**src/design/qsfmc_pkg.sv**
```systemverilog
// ----------------------------------------------------------------------------
// qsfmc_pkg
// Shared types, constants and arithmetic helpers of the quadrature encoder
// state-feedback motor controller.
// ----------------------------------------------------------------------------
package qsfmc_pkg;

  // Fixed-point layout of the 48-bit signals.
  localparam int SigFracBits = 24;
  localparam int PosShift    = 32 - SigFracBits;
  localparam int FricShift   = SigFracBits - 16;

  // Shared shift-add multiplier and restoring divider.
  localparam int MagWidth  = 49;
  localparam int CoefWidth = 32;
  localparam int ProdWidth = MagWidth + CoefWidth;
  localparam int DivWidth  = 68;
  localparam int MulSteps  = CoefWidth;
  localparam int DivSteps  = DivWidth;
  localparam int CntWidth  = $clog2(DivSteps);

  localparam logic [CoefWidth-1:0] UsPerSec = 32'd1000000;
  localparam logic signed [47:0]   SigMax   = 48'sh7FFF_FFFF_FFFF;
  localparam logic signed [47:0]   SigMin   = 48'sh8000_0000_0000;

  // Operation codes of an input item.
  localparam logic OpEncoder = 1'b0;
  localparam logic OpTick    = 1'b1;

  // Configuration register indexes.
  localparam logic [2:0] RegPositionGain  = 3'd0;
  localparam logic [2:0] RegVelocityGain  = 3'd1;
  localparam logic [2:0] RegBackEmfCoeff  = 3'd2;
  localparam logic [2:0] RegFrictionCoeff = 3'd3;
  localparam logic [2:0] RegOutputScale   = 3'd4;
  localparam logic [2:0] RegTargetPos     = 3'd5;
  localparam logic [2:0] RegDistPerPulse  = 3'd6;
  localparam logic [2:0] RegDriveLimit    = 3'd7;

  typedef struct packed {
    logic        operation;
    logic        phase_a;
    logic        phase_b;
    logic [23:0] elapsed_us;
  } qsfmc_in_t;

  typedef struct packed {
    logic               direction;
    logic [7:0]         duty;
    logic signed [47:0] position;
    logic signed [47:0] velocity;
  } qsfmc_out_t;

  typedef enum logic [2:0] {
    StIdle,
    StLoad,
    StMul,
    StDiv,
    StPost,
    StDone
  } qsfmc_state_e;

  typedef enum logic [2:0] {
    StepPos,
    StepVel,
    StepDiv,
    StepKx,
    StepKv,
    StepBemf,
    StepScale
  } qsfmc_step_e;

  // Encoder transition decode on {previous phases, new phases}: {up, down}.
  function automatic logic [1:0] qsfmc_enc_move(input logic [3:0] s);
    logic [1:0] move;
    unique case (s) inside
      4'd13, 4'd4, 4'd2, 4'd11: move = 2'b10;
      4'd14, 4'd7, 4'd1, 4'd8:  move = 2'b01;
      default:                  move = 2'b00;
    endcase
    return move;
  endfunction

  function automatic logic [MagWidth-1:0] qsfmc_mag49(input logic signed [MagWidth-1:0] v);
    logic [MagWidth-1:0] r;
    r = v[MagWidth-1] ? MagWidth'(-v) : MagWidth'(v);
    return r;
  endfunction

  function automatic logic [CoefWidth-1:0] qsfmc_mag32(input logic signed [CoefWidth-1:0] v);
    logic [CoefWidth-1:0] r;
    r = v[CoefWidth-1] ? CoefWidth'(-v) : CoefWidth'(v);
    return r;
  endfunction

  // Product magnitude with 16 fraction bits dropped, saturated and signed.
  function automatic logic signed [47:0] qsfmc_mulq_fin(input logic [ProdWidth-1:0] prod,
                                                        input logic neg);
    logic        sat;
    logic [47:0] m;
    logic [47:0] r;
    sat = |prod[ProdWidth-1:63];
    m   = sat ? 48'h8000_0000_0000 : prod[63:16];
    if (neg) begin
      r = 48'(-m);
    end else begin
      r = sat ? SigMax : m;
    end
    return signed'(r);
  endfunction

  function automatic logic signed [47:0] qsfmc_sat48(input logic signed [49:0] v);
    logic signed [47:0] r;
    if (!v[49] && (v[48] || v[47])) begin
      r = SigMax;
    end else if (v[49] && !(v[48] && v[47])) begin
      r = SigMin;
    end else begin
      r = v[47:0];
    end
    return r;
  endfunction

endpackage

```
**src/design/quadrature_state_feedback_motor_ctrl.sv**
```systemverilog
// ----------------------------------------------------------------------------
// quadrature_state_feedback_motor_ctrl
// Quadrature encoder counter with a fixed-point state-feedback cart motor
// controller built around one shared shift-add multiplier and a divider.
// ----------------------------------------------------------------------------
//
//   Channel   Handshake                  Payload
//   -------   ------------------------   ------------------------------------
//   in        in_valid_i / in_ready_o     in_item_i  (qsfmc_in_t)
//   out       out_valid_o / out_ready_i   out_item_o (qsfmc_out_t)
//   cfg       cfg_we_i (no wait)          cfg_index_i, cfg_data_i
//
// An encoder item is taken in the idle state and gives no result item.
// A control tick runs six passes of the 32-step shift-add multiplier and one
// 68-step division; with zero elapsed time it runs five passes and no division.
// The input is not ready while a tick is worked on; the result waits in an
// output register, and a new item is taken while it waits.
// Reset clears all control state and loads the default coefficients.
//
module quadrature_state_feedback_motor_ctrl #(
  parameter int COUNT_WIDTH = 32
) (
  input  logic                   clk_i,
  input  logic                   rst_ni,
  input  logic                   in_valid_i,
  output logic                   in_ready_o,
  input  qsfmc_pkg::qsfmc_in_t   in_item_i,
  output logic                   out_valid_o,
  input  logic                   out_ready_i,
  output qsfmc_pkg::qsfmc_out_t  out_item_o,
  input  logic                   cfg_we_i,
  input  logic [2:0]             cfg_index_i,
  input  logic [31:0]            cfg_data_i
);
  import qsfmc_pkg::*;

  // Configuration registers.
  logic signed [31:0] kx_q, kv_q, bemf_q, fric_q, scale_q, target_q;
  logic [19:0]        dpp_q;
  logic [7:0]         drive_limit_q;

  // Sequencer and encoder state.
  qsfmc_state_e state_q, state_d;
  qsfmc_step_e  step_q, step_d;
  logic [CntWidth-1:0]    cnt_q, cnt_d;
  logic [1:0]             prev_ph_q, prev_ph_d;
  logic [COUNT_WIDTH-1:0] pulse_q, pulse_d;
  logic signed [47:0]     last_pos_q, last_pos_d;

  // Datapath registers.
  logic [23:0]          elapsed_q, elapsed_d;
  logic signed [47:0]   pos_q, pos_d;
  logic signed [47:0]   vel_q, vel_d;
  logic signed [47:0]   acc_q, acc_d;
  logic                 neg_q, neg_d;
  logic                 dneg_q, dneg_d;
  logic [ProdWidth-1:0] prod_q, prod_d;
  logic [MagWidth-1:0]  mula_q, mula_d;
  logic [23:0]          rem_q, rem_d;
  logic [DivWidth-1:0]  quo_q, quo_d;
  qsfmc_out_t           out_q, out_d;
  logic                 out_valid_q, out_valid_d;

  logic in_accept;
  logic out_free;

  // Operand selection for the multiplier.
  logic signed [MagWidth-1:0] cnt_ext, dx, ex, x0, vel_ext, acc_ext;
  logic [MagWidth-1:0]        op_a;
  logic [CoefWidth-1:0]       op_b;
  logic                       op_neg;

  // Shared unit results.
  logic [MagWidth:0]         mul_sum;
  logic [24:0]               div_try;
  logic                      div_ge;
  logic signed [47:0]        mul_res;
  logic [ProdWidth-1:0]      prod_sgn;
  logic signed [49:0]        fric_ext, sum50;
  logic signed [47:0]        lim48, u_clamp, u_mag;
  logic [1:0]                move;

  assign in_accept = in_valid_i && in_ready_o;
  assign out_free  = !out_valid_q || out_ready_i;

  // Configuration writes.
  always_ff @(posedge clk_i or negedge rst_ni) begin
    if (!rst_ni) begin
      kx_q          <= 32'sd18704179;
      kv_q          <= 32'sd2431386;
      bemf_q        <= 32'sd2357985;
      fric_q        <= -32'sd182845;
      scale_q       <= 32'sd627315;
      target_q      <= 32'sd4260;
      dpp_q         <= 20'd64430;
      drive_limit_q <= 8'd250;
    end else if (cfg_we_i) begin
      unique case (cfg_index_i)
        RegPositionGain:  kx_q          <= cfg_data_i;
        RegVelocityGain:  kv_q          <= cfg_data_i;
        RegBackEmfCoeff:  bemf_q        <= cfg_data_i;
        RegFrictionCoeff: fric_q        <= cfg_data_i;
        RegOutputScale:   scale_q       <= cfg_data_i;
        RegTargetPos:     target_q      <= cfg_data_i;
        RegDistPerPulse:  dpp_q         <= cfg_data_i[19:0];
        RegDriveLimit:    drive_limit_q <= cfg_data_i[7:0];
        default: ;
      endcase
    end
  end

  // Next state of the sequencer.
  always_comb begin
    state_d = state_q;
    unique case (state_q)
      StIdle: begin
        if (in_valid_i && in_item_i.operation == OpTick) begin
          state_d = StLoad;
        end
      end
      StLoad: state_d = StMul;
      StMul: begin
        if (cnt_q == CntWidth'(MulSteps - 1)) begin
          state_d = StPost;
        end
      end
      StDiv: begin
        if (cnt_q == CntWidth'(DivSteps - 1)) begin
          state_d = StPost;
        end
      end
      StPost: begin
        if (step_q == StepVel) begin
          state_d = StDiv;
        end else if (step_q == StepScale) begin
          state_d = StDone;
        end else begin
          state_d = StLoad;
        end
      end
      StDone: begin
        if (out_free) begin
          state_d = StIdle;
        end
      end
      default: state_d = StIdle;
    endcase
  end

  // Sequencer outputs.
  always_comb begin
    in_ready_o = (state_q == StIdle);
  end

  // Operand selection: one magnitude, one coefficient and the product sign.
  always_comb begin
    cnt_ext = signed'({{(MagWidth - COUNT_WIDTH){pulse_q[COUNT_WIDTH-1]}}, pulse_q});
    dx      = {pos_q[47], pos_q} - {last_pos_q[47], last_pos_q};
    x0      = signed'({{(MagWidth - 32){target_q[31]}}, target_q}) <<< FricShift;
    ex      = {pos_q[47], pos_q} - x0;
    vel_ext = {vel_q[47], vel_q};
    acc_ext = {acc_q[47], acc_q};
    op_a    = '0;
    op_b    = '0;
    op_neg  = 1'b0;
    unique case (step_q)
      StepPos: begin
        op_a   = qsfmc_mag49(cnt_ext);
        op_b   = CoefWidth'(dpp_q);
        op_neg = cnt_ext[MagWidth-1];
      end
      StepVel: begin
        op_a   = qsfmc_mag49(dx);
        op_b   = UsPerSec;
        op_neg = dx[MagWidth-1];
      end
      StepKx: begin
        op_a   = qsfmc_mag49(ex);
        op_b   = qsfmc_mag32(kx_q);
        op_neg = ex[MagWidth-1] ^ kx_q[31];
      end
      StepKv: begin
        op_a   = qsfmc_mag49(vel_ext);
        op_b   = qsfmc_mag32(kv_q);
        op_neg = vel_q[47] ^ kv_q[31];
      end
      StepBemf: begin
        op_a   = qsfmc_mag49(vel_ext);
        op_b   = qsfmc_mag32(bemf_q);
        op_neg = vel_q[47] ^ bemf_q[31];
      end
      StepScale: begin
        op_a   = qsfmc_mag49(acc_ext);
        op_b   = qsfmc_mag32(scale_q);
        op_neg = acc_q[47] ^ scale_q[31];
      end
      default: ;
    endcase
  end

  // Shared arithmetic: one multiplier step, one divider step, post-processing.
  always_comb begin
    mul_sum  = {1'b0, prod_q[ProdWidth-1:CoefWidth]}
             + (prod_q[0] ? {1'b0, mula_q} : '0);
    div_try  = {rem_q, quo_q[DivWidth-1]};
    div_ge   = div_try >= {1'b0, elapsed_q};
    mul_res  = qsfmc_mulq_fin(prod_q, neg_q);
    prod_sgn = neg_q ? ProdWidth'(-prod_q) : prod_q;
    fric_ext = signed'({{18{fric_q[31]}}, fric_q}) <<< FricShift;
    lim48    = signed'(48'(drive_limit_q) << SigFracBits);
    u_clamp  = mul_res;
    if (mul_res > lim48) begin
      u_clamp = lim48;
    end else if (mul_res < -lim48) begin
      u_clamp = -lim48;
    end
    u_mag    = acc_q[47] ? -acc_q : acc_q;
    move     = qsfmc_enc_move({prev_ph_q, in_item_i.phase_a, in_item_i.phase_b});
    sum50    = '0;
    if (step_q == StepKv) begin
      sum50 = -({{2{acc_q[47]}}, acc_q} + {{2{mul_res[47]}}, mul_res});
    end else begin
      sum50 = {{2{acc_q[47]}}, acc_q} + {{2{mul_res[47]}}, mul_res};
      if (vel_q > 0) begin
        sum50 = sum50 - fric_ext;
      end else if (vel_q < 0) begin
        sum50 = sum50 + fric_ext;
      end
    end
  end

  // Datapath next values.
  always_comb begin
    step_d      = step_q;
    cnt_d       = cnt_q;
    prev_ph_d   = prev_ph_q;
    pulse_d     = pulse_q;
    last_pos_d  = last_pos_q;
    elapsed_d   = elapsed_q;
    pos_d       = pos_q;
    vel_d       = vel_q;
    acc_d       = acc_q;
    neg_d       = neg_q;
    dneg_d      = dneg_q;
    prod_d      = prod_q;
    mula_d      = mula_q;
    rem_d       = rem_q;
    quo_d       = quo_q;
    out_d       = out_q;
    out_valid_d = out_valid_q && !out_ready_i;
    unique case (state_q)
      StIdle: begin
        if (in_accept) begin
          if (in_item_i.operation == OpEncoder) begin
            prev_ph_d = {in_item_i.phase_a, in_item_i.phase_b};
            if (move[1]) begin
              pulse_d = pulse_q + COUNT_WIDTH'(1);
            end else if (move[0]) begin
              pulse_d = pulse_q - COUNT_WIDTH'(1);
            end
          end else begin
            elapsed_d = in_item_i.elapsed_us;
            step_d    = StepPos;
          end
        end
      end
      StLoad: begin
        prod_d = {{MagWidth{1'b0}}, op_b};
        mula_d = op_a;
        neg_d  = op_neg;
        cnt_d  = '0;
        if (step_q == StepVel) begin
          dneg_d = op_neg;
        end
      end
      StMul: begin
        prod_d = {mul_sum, prod_q[CoefWidth-1:1]};
        cnt_d  = cnt_q + CntWidth'(1);
      end
      StDiv: begin
        rem_d = div_ge ? 24'(div_try - {1'b0, elapsed_q}) : div_try[23:0];
        quo_d = {quo_q[DivWidth-2:0], div_ge};
        cnt_d = cnt_q + CntWidth'(1);
      end
      StPost: begin
        unique case (step_q)
          StepPos: begin
            pos_d = prod_sgn[PosShift +: 48];
            if (elapsed_q == '0) begin
              vel_d  = '0;
              step_d = StepKx;
            end else begin
              step_d = StepVel;
            end
          end
          StepVel: begin
            rem_d  = '0;
            quo_d  = prod_q[DivWidth-1:0];
            cnt_d  = '0;
            step_d = StepDiv;
          end
          StepDiv: begin
            if (|quo_q[DivWidth-1:47]) begin
              vel_d = dneg_q ? SigMin : SigMax;
            end else begin
              vel_d = dneg_q ? -signed'(quo_q[47:0]) : signed'(quo_q[47:0]);
            end
            step_d = StepKx;
          end
          StepKx: begin
            acc_d  = mul_res;
            step_d = StepKv;
          end
          StepKv: begin
            acc_d  = qsfmc_sat48(sum50);
            step_d = StepBemf;
          end
          StepBemf: begin
            acc_d  = qsfmc_sat48(sum50);
            step_d = StepScale;
          end
          StepScale: begin
            acc_d = u_clamp;
          end
          default: ;
        endcase
      end
      StDone: begin
        if (out_free) begin
          out_d.direction = !(acc_q > 0);
          out_d.duty      = u_mag[SigFracBits +: 8];
          out_d.position  = pos_q;
          out_d.velocity  = vel_q;
          out_valid_d     = 1'b1;
          last_pos_d      = pos_q;
        end
      end
      default: ;
    endcase
  end

  // Control state.
  always_ff @(posedge clk_i or negedge rst_ni) begin
    if (!rst_ni) begin
      state_q     <= StIdle;
      step_q      <= StepPos;
      cnt_q       <= '0;
      prev_ph_q   <= '0;
      pulse_q     <= '0;
      last_pos_q  <= '0;
      out_valid_q <= 1'b0;
    end else begin
      state_q     <= state_d;
      step_q      <= step_d;
      cnt_q       <= cnt_d;
      prev_ph_q   <= prev_ph_d;
      pulse_q     <= pulse_d;
      last_pos_q  <= last_pos_d;
      out_valid_q <= out_valid_d;
    end
  end

  // Payload registers.
  always_ff @(posedge clk_i) begin
    elapsed_q <= elapsed_d;
    pos_q     <= pos_d;
    vel_q     <= vel_d;
    acc_q     <= acc_d;
    neg_q     <= neg_d;
    dneg_q    <= dneg_d;
    prod_q    <= prod_d;
    mula_q    <= mula_d;
    rem_q     <= rem_d;
    quo_q     <= quo_d;
    out_q     <= out_d;
  end

  assign out_valid_o = out_valid_q;
  assign out_item_o  = out_q;

  // An encoder item moves the count by at most one step.
  a_enc_step: assert property (@(posedge clk_i) disable iff (!rst_ni)
    in_accept && in_item_i.operation == OpEncoder |=>
      (pulse_q == $past(pulse_q)) ||
      (pulse_q == $past(pulse_q) + COUNT_WIDTH'(1)) ||
      (pulse_q == $past(pulse_q) - COUNT_WIDTH'(1)))
    else $error("encoder count moved by more than one");

  // A control tick blocks the input until its result is out.
  a_tick_busy: assert property (@(posedge clk_i) disable iff (!rst_ni)
    in_accept && in_item_i.operation == OpTick |=> !in_ready_o)
    else $error("input ready while a tick is in progress");

  // The multiplier step counter stays within its pass.
  a_mul_bound: assert property (@(posedge clk_i) disable iff (!rst_ni)
    state_q == StMul |-> cnt_q < CntWidth'(MulSteps))
    else $error("multiplier step counter out of range");

  // A finished result waits while the output slot is still full.
  a_done_hold: assert property (@(posedge clk_i) disable iff (!rst_ni)
    state_q == StDone && out_valid_q && !out_ready_i |=> state_q == StDone)
    else $error("result left the sequencer into a full output slot");

endmodule

```
**config.mk**
```make
export PLATFORM = sky130hd
export DESIGN_NAME = quadrature_state_feedback_motor_ctrl
export DESIGN_NICKNAME = d
export VERILOG_FILES = /design/src/design/qsfmc_pkg.sv /design/src/design/quadrature_state_feedback_motor_ctrl.sv
export SDC_FILE = /design/constraint.sdc
export NUM_CORES = 2
export LEC_CHECK = 0
export BUFFER_PORTS_ARGS = -buffer_cell sky130_fd_sc_hd__buf_2
export CAP_MARGIN = 10
export CORE_MARGIN = 1
export CORE_UTILIZATION = 55
export DETAILED_ROUTE_END_ITERATION = 8
export PLACE_DENSITY = 0.74
export SKIP_CTS_REPAIR_TIMING = 1
export SYNTH_ARGS = -nofsm -noshare
export SYNTH_HDL_FRONTEND = slang
export SYNTH_SLANG_ARGS = --single-unit
```
**constraint.sdc**
```tcl
create_clock -name clk_i -period 9.49 [get_ports clk_i]
set_input_delay 1.898 -clock clk_i [delete_from_list [all_inputs] [get_ports clk_i]]
set_output_delay 1.898 -clock clk_i [all_outputs]
set_load 0.03 [all_outputs]
```
==> implementation parameters <==
Parameter                              Value

Status
  Result of the run    finished with violations
  Failing checks    design-rule violations, max-slew violations

Clock tree
  Clock tree from TritonCTS    done
  Clock root buffer master    sky130_fd_sc_hd__clkbuf_16
  CTS Buffer Depth    3
  CTS H-Tree Depth    3
  Clock buffers created by TritonCTS    92
  Sinks on the clock net    813
  Clock latency at the later pin of the worst-skew pair    740 ps
  Clock transition at the registers of the reported paths    60 ps

Timing
  Number of max-slew violations in the final report    1
  Number of setup violations in the final report    0
  Transition at the pin with the smallest max-transition slack    1520 ps
  Setup slack of the critical path after layout    335 ps
  Setup repair after global routing missed its margin    no
  Layout Skew    90.9 ps
  Final worst path period share    96.5%
  Fmax    109 MHz
  Worst hold slack    480 ps
  Crit path time final    9160 ps
  Final hold viol count    0
  Setup_tns    0 ps
  Tightest slew margin relative to the limit    -1.04%

Place
  Final Wtd Congestion    1.07
  Setup slack at placement    432 ps
  Port-buffer cells    173
  Post-DP HPWL    183 mm
  Placed inst area    66800 um^2
  Count of placed standard cells including taps    8695

Global route
  M3 GR Usage    7.28%
  Antenna violations before repair    13
  Met1 Usage GRT    51.1%
  Global Route met2 Usage    59.0%
  GRT Max-Usage Layer    met2
  Gr usage total    38.9%
  Pin count of the biggest net entering global routing    156
  First-pass GRT wire length    345 mm
  Total congestion overflow after global routing    0
  Number of global-route vias before repair    54426

Finish
  Final-layout fill cell count    9987
  Fraction of layout instances using a drive strength above 1    12.8%
  Fin nets    7722
  Layout Area Growth over Synthesis    9.24%
  Utilization after layout    60.9%
  Leading cell types in the layout, fill and taps excluded    730 x sky130_fd_sc_hd__nand2_1, 561 x sky130_fd_sc_hd__o21ai_0, 509 x sky130_fd_sc_hd__nor2_1
  Commonest non-fill, non-tap cell in the layout    sky130_fd_sc_hd__nand2_1
  Number of cells in the finished layout apart from fillers    8871
  Final design instance area without fill    70000 um^2

Setup path
  Crit path max-delay family    compound AO/OA/AOI/OAI gates
  WP buf/inv    6
  Highest net fanout along the worst path    41
  Worst Setup End Kind    register
  Required time at the endpoint of the critical path    9850 ps
  Worst setup path category    register to register
  Critical Path Source Type    register
  Cell mode on critical path    sky130_fd_sc_hd__buf_4
  Slowest stage cell on the critical path    sky130_fd_sc_hd__or4_1
  Data arrival time of the critical path    9510 ps
  Delay contributed by the slowest stage of the critical path    700 ps

Power
  Switching portion of total power    50.3%
  Total power draw    27.9 mW
  Seq pwr share    22.5%
  P per Cell Area    398 nW/um^2
  Internal power    13.9 mW
  Share of total power in the clock network    13.2%
  Peak supply drop    0.358 mV
  Sw Pwr    14.0 mW
  Comb power frac    64.4%
  Leakage power    27.3 nW

Route
  Number of detailed-route iterations in the first pass    9
  Number of vias after detailed routing    58727
  Wire length after detailed routing    235 mm
  DR iter-0 viols    7415
  Number of antenna-violating nets in the routed design    0
  Per-cell routed wire length    26.5 um
  Routed vias/inst    6.62
  Post-route DRC violation count    1

Logic synthesis
  Count of flip-flops with a built-in enable after synthesis    497
  Yosys Warn Count    0
  Synthesized Nets    7652
  Synthesis-stage register bit count    813
  Post-synthesis cell count    7208
  Mean Syn Cell Area    8.89 um^2
  Cell variety after synth    103
  Commonest register cell after synthesis    sky130_fd_sc_hd__edfxtp_1
  Fraction of synthesis flops using an asynchronous set or reset pin    38.9%
  Fraction of the yosys area taken by sequential cells    35.8%
  Cell Area, Synth    64000 um^2

Floorplan
  Std-Cell Rows    124
  Floorplan core area    115000 um^2
  Initial core utilization    55.7%
  Die ar.    118000 um^2
  Vertical die dimension    343 um
  Chip width    343 um
  Total I/O pin count    174

Run
  Count of max-cap constraint violations    0

Min path
  Worst hold path class    register to register
[synth_stat cells (all sizes together) (133+ instances only)]
master / number / share of area (%)
inv: 331 / 1.9
o21ai: 573 / 4.5
nand2: 737 / 4.3
nor3: 169 / 1.4
edfxtp: 497 / 23
xnor2: 421 / 5.8
clkbuf: 320 / 1.9
dfrtp: 224 / 8.8
ha: 369 / 7.2
mux2: 223 / 3.9
xor2: 248 / 3.4
a21oi: 475 / 3.8
o31ai: 133 / 1.6
a21o: 137 / 1.6
nor2: 516 / 3.0
[sequential cells by signal, summed over array words and instances (netlist names), 24 cells and up]
register    flops
target_q       32
quo_q          68
last_pos_q     48
elapsed_q      24
scale_q        32
prod_q         81
pos_q          48
fric_q         32
kx_q           32
bemf_q         32
vel_q          48
rem_q          24
acc_q          48
kv_q           32
mula_q         49
out_item_o    105
pulse_q        32
[path summary, 6_finish.rpt]
kind	from	end	slack [ps]	depth (start not counted)
max in group asynchronous	rst_ni	drive_limit_q[2]$_DFFE_PN0P_	6340	3
min	vel_q[35]$_SDFFCE_PN0P_	out_item_o[35]$_DFFE_PP_	480	0
min in group asynchronous	rst_ni	state_q[0]$_DFFE_PN0P_	1070	1
min reg2reg	vel_q[35]$_SDFFCE_PN0P_	out_item_o[35]$_DFFE_PP_	480	0
max	prod_q[25]$_DFFE_PP_	acc_q[17]$_DFFE_PP_	330	33
max reg2reg	prod_q[25]$_DFFE_PP_	acc_q[17]$_DFFE_PP_	330	33
[power by group through the flow]
stage          Clock (mW)  Combinational [mW]  Sequential [mW]
3_3_place_gp            0                17.1             6.24
3_5_place_dp            0                17.3             6.27
6_report             3.67                17.9             6.26
2_1_floorplan           0                12.2             5.87
5_1_grt              3.82                19.2             6.33
4_1_cts              3.69                17.4             6.21
[worst register-to-register path, delay by kind of cell, from the launching register on]
family / cells / cell delay (ps)
DFF: 1 / 370
adders and majority gates: 2 / 790
AOI/OAI and AO/OA: 14 / 3410
xor gates and xnor gates: 1 / 100
and+or+nand+nor: 10 / 3050
buffers and inverters: 6 / 1070
[routing by layer]
layer | part of all wire, % | wire [um]
met1 | 39 | 92700
met2 | 43 | 102000
met3 | 9.7 | 22800
met4 | 7.5 | 17500
met5 | 0.014 | 32
[cells by family (layout without fill, tap and decap cells)]
kind of cell	count (synthesis)	count (layout)	share of synthesized area (%)
mux	264	264	4.56
compound gates	2135	2135	21.7
simple gates	2257	2257	17.2
flops	813	813	35.8
other cells	0	3	0
buf+inv	693	841	4.15
fa+ha+maj	377	377	7.46
xor+xnor	669	669	9.15
[final cells by class]
cell class	instances	area (um^2)	area share, %
clock buffer	124	2530	3.62
multi-input combinational	5702	38600	55.2
inverter	333	1250	1.79
clock inverter	48	573	0.819
timing repair buffer	336	2140	3.05
sequential	813	22900	32.8
antenna	3	7.51	0.0107
tap	1512	1890	2.70
(Power assumes the default switching activity.)
